<file path="src/tpmc_pkg.sv">
// Shared types and constants for the trend pattern match counter.
// No dependencies; used by every module in src.
package tpmc_pkg;

  localparam int PATTERN_MAX = 16;
  localparam int LEN_W       = $clog2(PATTERN_MAX + 1);
  localparam int IDX_W       = $clog2(PATTERN_MAX);
  localparam int CODE_W      = 2 * PATTERN_MAX;
  localparam int VALUE_W     = 32;
  localparam int COUNT_W     = 32;
  localparam int CFG_DATA_W  = 32;
  localparam int CFG_INDEX_W = 1;

  localparam logic [CFG_INDEX_W-1:0] REG_PATTERN_LENGTH = 1'd0;
  localparam logic [CFG_INDEX_W-1:0] REG_PATTERN_CODE   = 1'd1;

  typedef enum logic [1:0] {
    CLASS_EQUAL = 2'd0,
    CLASS_UP    = 2'd1,
    CLASS_DOWN  = 2'd2
  } step_class_t;

  typedef struct packed {
    logic signed [VALUE_W-1:0] value;
    logic                      start_of_array;
  } in_word_t;

  typedef struct packed {
    logic               matched;
    logic [COUNT_W-1:0] match_count;
  } out_word_t;

  typedef struct packed {
    logic [LEN_W-1:0]  pattern_length;
    logic [CODE_W-1:0] pattern_code;
  } cfg_t;

endpackage

</file>
<file path="src/tpmc_step_class.sv">
// Previous-value register and up / equal / down step classifier.
// Depends on tpmc_pkg.
module tpmc_step_class (
  input  logic                               clk,
  input  logic                               rst,
  input  logic                               advance,
  input  logic signed [tpmc_pkg::VALUE_W-1:0] value,
  output tpmc_pkg::step_class_t              cls
);

  logic signed [tpmc_pkg::VALUE_W-1:0] previous_value;

  always_ff @(posedge clk) begin
    if (rst) begin
      previous_value <= '0;
    end else if (advance) begin
      previous_value <= value;
    end
  end

  always_comb begin
    if (value > previous_value) begin
      cls = tpmc_pkg::CLASS_UP;
    end else if (value < previous_value) begin
      cls = tpmc_pkg::CLASS_DOWN;
    end else begin
      cls = tpmc_pkg::CLASS_EQUAL;
    end
  end

endmodule

</file>
<file path="src/tpmc_matcher.sv">
// Step history, fill count, pattern compare and saturating match count.
// Depends on tpmc_pkg.
module tpmc_matcher (
  input  logic                             clk,
  input  logic                             rst,
  input  logic                             advance,
  input  logic                             start,
  input  tpmc_pkg::step_class_t            cls,
  input  tpmc_pkg::cfg_t                   cfg,
  output logic                             hit,
  output logic [tpmc_pkg::COUNT_W-1:0]     count_next
);

  logic [1:0]                     history      [tpmc_pkg::PATTERN_MAX];
  logic [1:0]                     history_next [tpmc_pkg::PATTERN_MAX];
  logic [tpmc_pkg::LEN_W-1:0]     fill;
  logic [tpmc_pkg::LEN_W-1:0]     fill_next;
  logic [tpmc_pkg::COUNT_W-1:0]   count;
  logic [tpmc_pkg::LEN_W-1:0]     m;
  logic [tpmc_pkg::IDX_W-1:0]     pos;
  logic [1:0]                     entry;
  logic                           all_equal;

  always_comb begin
    if (start) begin
      for (int i = 0; i < tpmc_pkg::PATTERN_MAX; i++) begin
        history_next[i] = 2'd0;
      end
      fill_next = '0;
    end else begin
      history_next[0] = cls;
      for (int i = 1; i < tpmc_pkg::PATTERN_MAX; i++) begin
        history_next[i] = history[i-1];
      end
      if (fill < tpmc_pkg::LEN_W'(tpmc_pkg::PATTERN_MAX)) begin
        fill_next = fill + 1'b1;
      end else begin
        fill_next = fill;
      end
    end
  end

  always_comb begin
    if (cfg.pattern_length > tpmc_pkg::LEN_W'(tpmc_pkg::PATTERN_MAX)) begin
      m = tpmc_pkg::LEN_W'(tpmc_pkg::PATTERN_MAX);
    end else begin
      m = cfg.pattern_length;
    end
    all_equal = 1'b1;
    pos       = '0;
    entry     = '0;
    for (int k = 0; k < tpmc_pkg::PATTERN_MAX; k++) begin
      if (tpmc_pkg::LEN_W'(k) < m) begin
        pos   = tpmc_pkg::IDX_W'(m - 1'b1 - tpmc_pkg::LEN_W'(k));
        entry = cfg.pattern_code[2*k +: 2];
        if (history_next[pos] != entry) begin
          all_equal = 1'b0;
        end
      end
    end
    hit = !start && (m != '0) && (fill_next >= m) && all_equal;
    if (start) begin
      count_next = '0;
    end else if (hit && (count != '1)) begin
      count_next = count + 1'b1;
    end else begin
      count_next = count;
    end
  end

  always_ff @(posedge clk) begin
    if (rst) begin
      for (int i = 0; i < tpmc_pkg::PATTERN_MAX; i++) begin
        history[i] <= 2'd0;
      end
      fill  <= '0;
      count <= '0;
    end else if (advance) begin
      history <= history_next;
      fill    <= fill_next;
      count   <= count_next;
    end
  end

endmodule

</file>
<file path="src/trend_pattern_match_counter.sv">
// Trend pattern match counter top level: input register, configuration
// registers, result register. Depends on tpmc_pkg, tpmc_step_class, tpmc_matcher.
//
// Takes one word a cycle when not stalled and gives one result word per input
// word. An accepted word waits in the input register while the classifier and
// history compare work on it, and its result word is then captured in the
// result register. The input side stalls only when both registers are full and
// the result stall is high; otherwise a new word is accepted every cycle. Each
// step is classed as up, equal or down against the previous value, and a match
// is flagged when the last pattern_length classes, oldest first, equal the
// pattern entries; a start_of_array word clears history and count and yields no
// match. Write configuration only while the block is idle.
module trend_pattern_match_counter (
  input  logic                                clk,
  input  logic                                rst,
  input  logic                                item_valid,
  output logic                                item_stall,
  input  tpmc_pkg::in_word_t                  item,
  output logic                                result_valid,
  input  logic                                result_stall,
  output tpmc_pkg::out_word_t                 result,
  input  logic                                cfg_write,
  input  logic [tpmc_pkg::CFG_INDEX_W-1:0]    cfg_index,
  input  logic [tpmc_pkg::CFG_DATA_W-1:0]     cfg_data
);

  tpmc_pkg::cfg_t        cfg;
  tpmc_pkg::in_word_t    held;
  logic                  held_valid;
  logic                  advance;
  tpmc_pkg::step_class_t cls;
  logic                  hit;
  logic [tpmc_pkg::COUNT_W-1:0] count_next;

  assign advance    = held_valid && (!result_valid || !result_stall);
  assign item_stall = held_valid && !advance;

  always_ff @(posedge clk) begin
    if (rst) begin
      cfg.pattern_length <= tpmc_pkg::LEN_W'(1);
      cfg.pattern_code   <= '0;
    end else if (cfg_write) begin
      case (cfg_index)
        tpmc_pkg::REG_PATTERN_LENGTH: begin
          cfg.pattern_length <= cfg_data[tpmc_pkg::LEN_W-1:0];
        end
        tpmc_pkg::REG_PATTERN_CODE: begin
          cfg.pattern_code <= cfg_data[tpmc_pkg::CODE_W-1:0];
        end
        default: begin
        end
      endcase
    end
  end

  always_ff @(posedge clk) begin
    if (rst) begin
      held_valid <= 1'b0;
    end else if (!item_stall) begin
      held_valid <= item_valid;
    end
  end

  always_ff @(posedge clk) begin
    if (!item_stall && item_valid) begin
      held <= item;
    end
  end

  always_ff @(posedge clk) begin
    if (rst) begin
      result_valid <= 1'b0;
    end else if (advance) begin
      result_valid <= 1'b1;
    end else if (!result_stall) begin
      result_valid <= 1'b0;
    end
  end

  always_ff @(posedge clk) begin
    if (advance) begin
      result.matched     <= hit;
      result.match_count <= count_next;
    end
  end

  tpmc_step_class u_step_class (
    .clk     (clk),
    .rst     (rst),
    .advance (advance),
    .value   (held.value),
    .cls     (cls)
  );

  tpmc_matcher u_matcher (
    .clk        (clk),
    .rst        (rst),
    .advance    (advance),
    .start      (held.start_of_array),
    .cls        (cls),
    .cfg        (cfg),
    .hit        (hit),
    .count_next (count_next)
  );

endmodule
</file>
<file path="config.mk">
export PLATFORM = sky130hd
export DESIGN_NAME = trend_pattern_match_counter
export DESIGN_NICKNAME = d
export VERILOG_FILES = /design/src/tpmc_pkg.sv /design/src/tpmc_step_class.sv /design/src/tpmc_matcher.sv /design/src/trend_pattern_match_counter.sv
export SDC_FILE = /design/constraint.sdc
export NUM_CORES = 1
export LEC_CHECK = 0
export BUFFER_PORTS_ARGS = -buffer_cell sky130_fd_sc_hd__buf_2
export CORE_UTILIZATION = 40
export DETAILED_ROUTE_END_ITERATION = 10
export GPL_ROUTABILITY_DRIVEN = 0
export PLACE_DENSITY = 0.62
export SLEW_MARGIN = 30
export SYNTH_ARGS = -nofsm -noshare
export SYNTH_HDL_FRONTEND = slang
export SYNTH_SLANG_ARGS = --single-unit
</file>
<file path="constraint.sdc">
create_clock -name clk -period 6 [get_ports clk]
set_input_delay 1.2 -clock clk [delete_from_list [all_inputs] [get_ports clk]]
set_output_delay 1.2 -clock clk [all_outputs]
set_load 0.1 [all_outputs]
</file>
# Yosys cells after proc, flatten, opt, wreduce, memory -nomap -nowiden
# Index checks and enable logic that the tools add are counted.
[op_classes] add_sub_neg=18 magnitude_cmp=37 eq_ne=18 n_mux=90 bitwise=17 reduce_logical=16
[op_table] operator="$bmux W2 S4" n=16
[op_table] operator="$mux W32" n=3
[op_table] operator="$ge A5 B5 Y1 const B" n=16
[op_table] operator="$not A4 Y5" n=16
[op_table] operator="$mux W2" n=34
[op_table] operator="$lt A4 B5 Y1 const A" n=8
[op_table] operator="$mux W1" n=34
[op_table] operator="$add A32 B1 Y32 const B" n=1
[op_table] operator="$gt A32 B32 Y1" n=1
[op_table] operator="$lt A32 B32 Y1" n=1
[op_table] operator="$ne A2 B2 Y1" n=16
[op_table] operator="$ne A32 B32 Y1 const B" n=1
[op_table] operator="$sub A4 B4 Y4 const B" n=8
[op_table] operator="$lt A3 B5 Y1 const A" n=4
[op_table] operator="$sub A4 B3 Y4 const B" n=4
[op_table] operator="$mux W5" n=3
[op_table] operator="$lt A1 B5 Y1 const A" n=2
[op_table] operator="$lt A2 B5 Y1 const A" n=2
[op_table] operator="$sub A4 B1 Y4 const B" n=2
[op_table] operator="$sub A4 B2 Y4 const B" n=2
[op_table] operator="$logic_and A1 B1 Y1" n=7
[op_table] operator="$add A5 B1 Y5 const B" n=1
[op_table] operator="$ge A5 B5 Y1" n=1
[op_table] operator="$gt A5 B5 Y1 const B" n=1
[op_table] operator="other kinds (7)" n=12
[totals] ff_bits=204 input_bits=71 output_inout_bits=35 elab_cells=222

# Logic depth before layout (Yosys ltp)
# Gate-level depths: netlist (run 1).
[logic_depth] ltp_word=44 ltp_mapped=25 ltp_nobuf=17

# Modules after synthesis
# A second synthesis (run 1) with hierarchy kept.
[unflattened] cells_unflattened=1485 hier_area_um2=13385.3
[modules_own_cells] module="tpmc_matcher" instances=1 cells_each=1027 area_each_um2=7713.6 seq_area_each_um2=1341.3
[modules_own_cells] module="trend_pattern_match_counter" instances=1 cells_each=240 area_each_um2=3731.1 seq_area_each_um2=2762.6
[modules_own_cells] module="tpmc_step_class" instances=1 cells_each=218 area_each_um2=1940.6 seq_area_each_um2=640.6

# Worst setup path before layout (run 1)
# Ideal clock, no wire load.
[synth_path] kind="reg2reg" start="reg cfg[33] (netlist name)" end="reg result[2] in the netlist's numbering (data pin)" setup_time_ns=0.278 t_arrival_ns=5.021 required_time_ns=5.722 setup_slack_ns=0.701 path_stages_with_launch=22 path_cell_list="dfxtp_1 buf_2 nor2b_1 inv_1 clkbuf_1 ha_1 buf_1 inv_2 ha_1 clkinv_1 mux4_2 nor2_1 a311oi_1 a31oi_1 a211oi_1 a311o_1 o211ai_1 or3_1 clkbuf_1 clkbuf_1 o311ai_0 o41ai_1"
[synth_via] elab_chain_cells=44 elab_cells_between_ends=154 classes_between="add/sub: 16; order compare: 18; eq/ne: 16; mux: 83; bitwise: 16; reduce/logical: 5"
[synth_lines] item="$gt A5 B5 Y1" line_no="tpmc_matcher.sv:44" text="if (cfg.pattern_length > tpmc_pkg::LEN_W'(tpmc_pkg::PATTERN_MAX)) begin"
[synth_lines] item="$mux W5 (*)" line_no="tpmc_matcher.sv:44"
[synth_lines] item="parallel branches: the longest is 38 deep, another holds $sub A4 B1 Y4"
[synth_lines] item="$logic_and A1 B1 Y1 (*)" line_no="tpmc_matcher.sv:61" text="hit = !start && (m != '0) && (fill_next >= m) && all_equal;"
[synth_lines] item="$logic_and A1 B1 Y1 (*)" line_no="tpmc_matcher.sv:64" text="end else if (hit && (count != '1)) begin"
[synth_lines] item="$mux W32 (*)" line_no="tpmc_matcher.sv:64"
[synth_lines] item="$mux W32 (*)" line_no="tpmc_matcher.sv:62" text="if (start) begin"
[synth_lines] item="net count_next, one bit" line_no="trend_pattern_match_counter.sv:33" text="logic [tpmc_pkg::COUNT_W-1:0] count_next;"
[synth_lines] item="end: declaration" line_no="trend_pattern_match_counter.sv:21" text="output tpmc_pkg::out_word_t result,"
# Mark *: on every way through the listed nets, which the timed path passes. The select of a mux whose other input is x is not followed.
# A chain may end at the register's enable or synchronous reset.

# Final worst setup path (run 1)
[layout_path] start="reg cfg[36] (netlist name)" end="reg result[2] in the netlist's numbering (data pin)"
[layout_via] elab_chain_cells=44 elab_cells_between_ends=154 classes_between="add/sub: 16; order compare: 18; eq/ne: 16; mux: 83; bitwise: 16; reduce/logical: 5"
[layout_lines] item="$gt A5 B5 Y1" line_no="tpmc_matcher.sv:44"
[layout_lines] item="$mux W5 (*)" line_no="tpmc_matcher.sv:44"
[layout_lines] item="parallel branches: the longest is 38 deep, another holds $sub A4 B1 Y4"
[layout_lines] item="$logic_and A1 B1 Y1 (*)" line_no="tpmc_matcher.sv:61"
[layout_lines] item="$logic_and A1 B1 Y1 (*)" line_no="tpmc_matcher.sv:64"
[layout_lines] item="$mux W32 (*)" line_no="tpmc_matcher.sv:64"
[layout_lines] item="$mux W32 (*)" line_no="tpmc_matcher.sv:62"
[layout_lines] item="net count_next, one bit" line_no="trend_pattern_match_counter.sv:33"
# Marks and branches as above.

==> results of run 1 <==
## cells by family after synthesis
| logic type | synth area share, % |
|---|---|
| adder cells (fa/ha/maj) | 4.43 |
| AND/OR/NAND/NOR | 25.3 |
| flip-flops | 35.8 |
| multiplexers | 7.14 |
| buffers and inverters | 5.40 |
| AO/OA/AOI/OAI | 19.4 |
| XOR/XNOR | 2.56 |
## layout make-up
cell class / count / area [µm²] / area share, %
Sequential cell: 204 / 4740 / 31.8
Tap cell: 442 / 553 / 3.70
Multi-Input combinational cell: 1247 / 7830 / 52.4
Inverter: 61 / 229 / 1.53
Clock buffer: 35 / 693 / 4.64
Clock inverter: 8 / 66.3 / 0.444
Timing Repair Buffer: 138 / 816 / 5.46
## where the power goes
group	switching [mW]	total (mW)	internal, mW
sequential	0.0349	1.51	1.47
clock	0.578	1.42	0.840
combinational	0.563	0.814	0.251
## stage by stage
stage,std cells,cell area (µm²)
after floorplan,1627,13300
after global placement,2090,14100
after detailed placement,2092,14200
after CTS,2135,14900
after global routing,2135,14900
final,2135,14900
## worst max-delay path: cells and delay by family, from the launching register on
| family | cells | cell delay, ps |
|---|---|---|
| muxes | 2 | 620 |
| xor gates and xnor gates | 1 | 610 |
| and+or+nand+nor | 5 | 1270 |
| buffers and inverters | 3 | 690 |
| DFF | 1 | 330 |
| AOI/OAI and AO/OA | 5 | 1280 |
| adders and majority gates | 1 | 400 |
## metal layers
layer | wire, µm | up-vias | global-route usage, %
met3 | 2940 | 91 | 3.85
met2 | 17200 | 514 | 35.1
li1 | - | 6055 | -
met1 | 17000 | 6006 | 31.2
met5 | 0 | - | 0
met4 | 1500 | 0 | 9.73
## registers in the layout (all words and copies together) (netlist names)
signal	cells
u_matcher.history	30
result	33
held	33
u_matcher.fill	5
result_valid	1
u_matcher.count	32
held_valid	1
cfg	37
u_step_class.previous_value	32
## worst max path at each step
stage / endpoint
6_report: result[2]
5_1_grt: result[2]
4_1_cts: result[2]
3_5_place_dp: result[2]
3_3_place_gp: result[2]
2_1_floorplan: result[2]
## placed cells by master (no fill, tap or decap), types with 41 or more instances in the layout
master	count
dfxtp_1	138
inv_1	54
mux2i_1	44
nor2_1	127
edfxtp_1	66
a21oi_1	156
ha_1	47
buf_2	104
o21ai_0	48
nor3_1	41
nand2_1	265
nand3_1	50
==> results.sh, run 1 <==
export IMPL_max_clock_freq_mhz=181
export IMPL_r2r_start="cfg[36]"
export IMPL_status="completed"
export IMPL_cp_cell_sequence="buf_4 -> nor2b_1 -> inv_2 -> xnor2_2 -> ha_1 -> mux4_2 -> mux2_2 -> nand2b_4 -> a21o_1 -> a32o_1 -> nor4_1 -> o2111ai_1 -> nor4_2 -> nand3_2 -> buf_4 -> o311ai_0 -> o41ai_1"
export IMPL_drtIter0Drc=1225
export IMPL_core_um2=32600
export IMPL_hold_class="flip-flop to flip-flop"
export IMPL_synth_top_area_share_pct=20.8
export IMPL_ir_worst_vdd_uv=219
export IMPL_skew_ps=21.6
export IMPL_vias_per_cell=5.93
export IMPL_drt_pass1_iter_count=6
export IMPL_setup_tns_ps=0
export IMPL_synth_commonest_cells="nand2_1, a21oi_1, dfxtp_1"
export IMPL_rr_endpoint="result[2]"
export IMPL_synth_cell_types=87
export IMPL_cts_sinks=204
export IMPL_period_share_pct=92.3
export IMPL_cp_slowest_stage_delay_ps=610
export IMPL_yosysMostFrequentCell="nand2_1"
export IMPL_rows=66
export IMPL_grt_pass1_vias=11702
export IMPL_layout_nets=1794
export IMPL_die_area_um2=33900
export IMPL_synth_async_sr_flop_share_pct=0
export IMPL_clkTransAtPathRegs_ps=70
export IMPL_grt_pass1_wl_um=62300
export IMPL_crit_required_ps=6250
export IMPL_synth_area_leaders="dfxtp_1, edfxtp_1, nand2_1"
export IMPL_io_buffers=105
export IMPL_maxSlewViolCount=0
export IMPL_drive_gt1_share_pct=13.9
export IMPL_rsz0062_at_grt="false"
export IMPL_slew_headroom_pct=35.1
export IMPL_finalCoreUtilization_pct=45.8
export IMPL_synth_main_ff_cell="dfxtp_1"
export IMPL_clk_insertion_delay_late_ps=530
export IMPL_cap_violations=0
export IMPL_worstHoldStart="u_step_class.previous_value[19]"
export IMPL_setup_viol_count_final=0
export IMPL_hold_viol_final=0
export IMPL_cp_start_kind="flip-flop"
export IMPL_wirelength_um=38600
export IMPL_path_max_fanout=84
export IMPL_p_total_mw=3.74
export IMPL_layout_min_cycle_time_ps=5540
export IMPL_post_cts_resized=0
export IMPL_p_leak_nw=5.35
export IMPL_syn_nets=1745
export IMPL_root_buffer="clkbuf_16"
export IMPL_ant_nets=0
export IMPL_n_antenna_cell=0
export IMPL_die_h_um=184
export IMPL_synth_warnings=0
export IMPL_min_to="u_step_class.previous_value[19]"
export IMPL_fin_hold_ws_ps=453
export IMPL_synth_seq_cells=204
export IMPL_cp_end_kind="flip-flop"
export IMPL_cp_arrival_ps=5790
export IMPL_grt_overflow=0
export IMPL_dr_total_vias=12666
export IMPL_fin_ws_ps=461
export IMPL_cts_max_level=1
export IMPL_crit_path_frequent_cell="buf_4"
export IMPL_dp_slack_ps=553
export IMPL_slowest_stage="xnor2_2"
export IMPL_antenna_found_initial=0
export IMPL_start_util_pct=40.7
export IMPL_worst_slew_pin_slew_ps=973
export IMPL_cts_tree="done"
export IMPL_r2r_cells=17
export IMPL_seq_area_frac_synth_pct=35.8
export IMPL_synth_cells=1627
export IMPL_holdBufCountCts=0
export IMPL_grt_max_degree=86
export IMPL_clk_path_buf_depth=3
export IMPL_hpwl_um=27000
export IMPL_power_density_nw_per_um2=250
export IMPL_syn_area_um2=13300
export IMPL_synth_edf_count=66
export IMPL_criticalPathCategory="flip-flop to flip-flop"
export IMPL_nFillCells=3230
export IMPL_area_growth_pct=12.5
export IMPL_cts_setup_buffers=0
export IMPL_numCtsBuffers=24
export IMPL_whs_path_depth=2
export IMPL_drcViolationCount=0
export IMPL_cp_startpoint="cfg[36]"
export IMPL_die_w_um=184
export IMPL_track_usage_pct=22.8
export IMPL_rrSetupSlack_ps=460
export IMPL_yosys_area_top_type="dfxtp_1"
export IMPL_syn_area_per_cell_um2=8.15
export IMPL_wl_per_cell_um=18.1
export IMPL_ios=106
No activity file was read; power rests on OpenSTA's default activity.
==> run 2: changes to the inputs <==
--- a/config.mk
+++ b/config.mk
@@ -6,10 +6,11 @@
 export NUM_CORES = 1
 export LEC_CHECK = 0
 export BUFFER_PORTS_ARGS = -buffer_cell sky130_fd_sc_hd__buf_2
+export CORE_MARGIN = 5
 export CORE_UTILIZATION = 40
 export DETAILED_ROUTE_END_ITERATION = 10
 export GPL_ROUTABILITY_DRIVEN = 0
-export PLACE_DENSITY = 0.62
+export PLACE_DENSITY = 0.54
 export SLEW_MARGIN = 30
 export SYNTH_ARGS = -nofsm -noshare
 export SYNTH_HDL_FRONTEND = slang
==> run 2 against run 1 <==
Count of clock-buffer cells in the layout is 1 lower. First-iteration DRC count rose by 4.7%. Clock power is 11% higher. Power grew 4.3%. Combinational power hardly changed. Cell count rose by 0.14%. Via count is 1.2% lower. Cell area grew 0.60%. Routed wire length increased by 7.6%.
==> results.sh, run 2 (synthesis gave the netlist of run 1 again) <==
export IMPL_cap_violations=0
export IMPL_worst_path_buf_inv=1
export IMPL_layout_commonest_cell="nand2_1"
export IMPL_drcViolationCount=0
export IMPL_power_density_nw_per_um2=260
export IMPL_cts_max_level=1
export IMPL_ios=106
export IMPL_largest_register="cfg"
export IMPL_drive_gt1_share_pct=14.2
export IMPL_r2r_start="held[14]"
export IMPL_maxSlewViolCount=0
export IMPL_p_leak_nw=5.39
export IMPL_slew_headroom_pct=37.4
export IMPL_slowest_stage="o41ai_2"
export IMPL_finalCoreUtilization_pct=46.0
export IMPL_track_usage_pct=21.9
export IMPL_worst_slew_pin_slew_ps=939
export IMPL_hpwl_um=29000
export IMPL_path_delay_family="compound AO/OA/AOI/OAI gates"
export IMPL_cts_tree="done"
export IMPL_criticalPathCategory="flip-flop to flip-flop"
export IMPL_rsz0062_at_grt="false"
export IMPL_layout_nets=1795
export IMPL_final_cell_mix="nand2_1, a21oi_1, dfxtp_1"
export IMPL_setup_viol_count_final=0
export IMPL_wirelength_um=41500
export IMPL_skew_ps=12.8
export IMPL_grt_max_degree=85
export IMPL_dr_total_vias=12517
export IMPL_post_cts_resized=0
export IMPL_setup_tns_ps=0
export IMPL_drtIter0Drc=1283
export IMPL_fin_hold_ws_ps=453
export IMPL_cp_cell_sequence="ha_1 -> nand4_1 -> nor2_1 -> or3_1 -> o41ai_2 -> a211oi_2 -> a221oi_1 -> mux2i_1 -> and4_1 -> nand4_1 -> buf_4 -> or3_1 -> o311ai_0 -> o41ai_1"
export IMPL_period_share_pct=96.0
export IMPL_path_max_fanout=27
export IMPL_die_h_um=192
export IMPL_cp_arrival_ps=6030
export IMPL_core_um2=32600
export IMPL_root_buffer="clkbuf_16"
export IMPL_area_growth_pct=13.2
export IMPL_status="completed"
export IMPL_numCtsBuffers=25
export IMPL_nFillCells=3227
export IMPL_dp_cells=2092
export IMPL_drt_pass1_iter_count=6
export IMPL_die_area_um2=36900
export IMPL_clkTransAtPathRegs_ps=60
export IMPL_layout_min_cycle_time_ps=5760
export IMPL_worstHoldStart="u_step_class.previous_value[30]"
export IMPL_clk_path_buf_depth=3
export IMPL_hold_viol_final=0
export IMPL_antenna_found_initial=0
export IMPL_hold_class="flip-flop to flip-flop"
export IMPL_cp_start_kind="flip-flop"
export IMPL_start_util_pct=40.7
export IMPL_ir_worst_vdd_uv=205
export IMPL_cts_sinks=204
export IMPL_grt_overflow=0
export IMPL_largest_reg_flops=37
export IMPL_max_clock_freq_mhz=174
export IMPL_cp_slowest_stage_delay_ps=750
export IMPL_largestRegisters="cfg (37), held (33), result (33)"
export IMPL_cts_setup_buffers=0
export IMPL_cp_startpoint="held[14]"
export IMPL_final_cells=2138
export IMPL_io_buffers=105
export IMPL_vias_per_cell=5.85
export IMPL_grt_pass1_wl_um=65400
export IMPL_ant_nets=0
export IMPL_grt_pass1_vias=11413
export IMPL_clk_insertion_delay_late_ps=550
export IMPL_wl_per_cell_um=19.4
export IMPL_crit_required_ps=6280
export IMPL_n_antenna_cell=0
export IMPL_cp_end_kind="flip-flop"
export IMPL_rows=66
export IMPL_holdBufCountCts=0
export IMPL_die_w_um=192
[run 2: cell types whose count changed in the layout (fill, tap and decap cells not counted), moves of 2 or more]
cell	delta
clkbuf_16	+3
clkinv_4	+2
clkbuf_1	-2
clkinv_2	-2
clkbuf_8	-2
[run 2: worst paths after layout]
check / to / slack (ps) / depth (start not counted)
max: result[2] / 240 / 14
min: u_step_class.previous_value[30] / 450 / 2
max reg2reg: result[2] / 240 / 14
min reg2reg: u_step_class.previous_value[30] / 450 / 2
[run 2: report_power, final]
part	switching (mW)	internal (mW)
Clock	0.631	0.950
Combinational	0.568	0.245
Sequential	0.0353	1.47
Total	1.23	2.67
[run 2: stage by stage]
stage                     area, µm²  setup WS [ps]  total power [mW]
after global routing          15000           55.2              4.08
after detailed placement      14200            345              2.34
final                         15000            243              3.90
after CTS                     15000            325              3.94
after global placement        14100            378              2.33
after floorplan               13300            701              2.12
[run 2: worst min-delay path, cell delays in order, from the launching register on]
cell,delay [ps]
dfxtp_1,300
nand2_1,50
a21oi_1,50
[run 2: per-layer routing]
layer / track usage (%) / share of wire [%] / vias up / routed length (µm)
li1: - / - / 6074 / -
met1: 32.9 / 47 / 5918 / 19500
met2: 33.1 / 43 / 470 / 18100
met3: 3.29 / 7.3 / 55 / 3030
met4: 5.05 / 2.2 / 0 / 897
met5: 0 / 0 / - / 0
[run 2: final cells by class]
| type | instances | area [µm²] | share of cell area [%] |
|---|---|---|---|
| Clock buffer | 34 | 733 | 4.88 |
| Clock inverter | 12 | 135 | 0.900 |
| Inverter | 61 | 229 | 1.52 |
| Multi-Input combinational cell | 1247 | 7830 | 52.1 |
| Sequential cell | 204 | 4740 | 31.6 |
| Tap cell | 442 | 553 | 3.68 |
| Timing Repair Buffer | 138 | 796 | 5.30 |
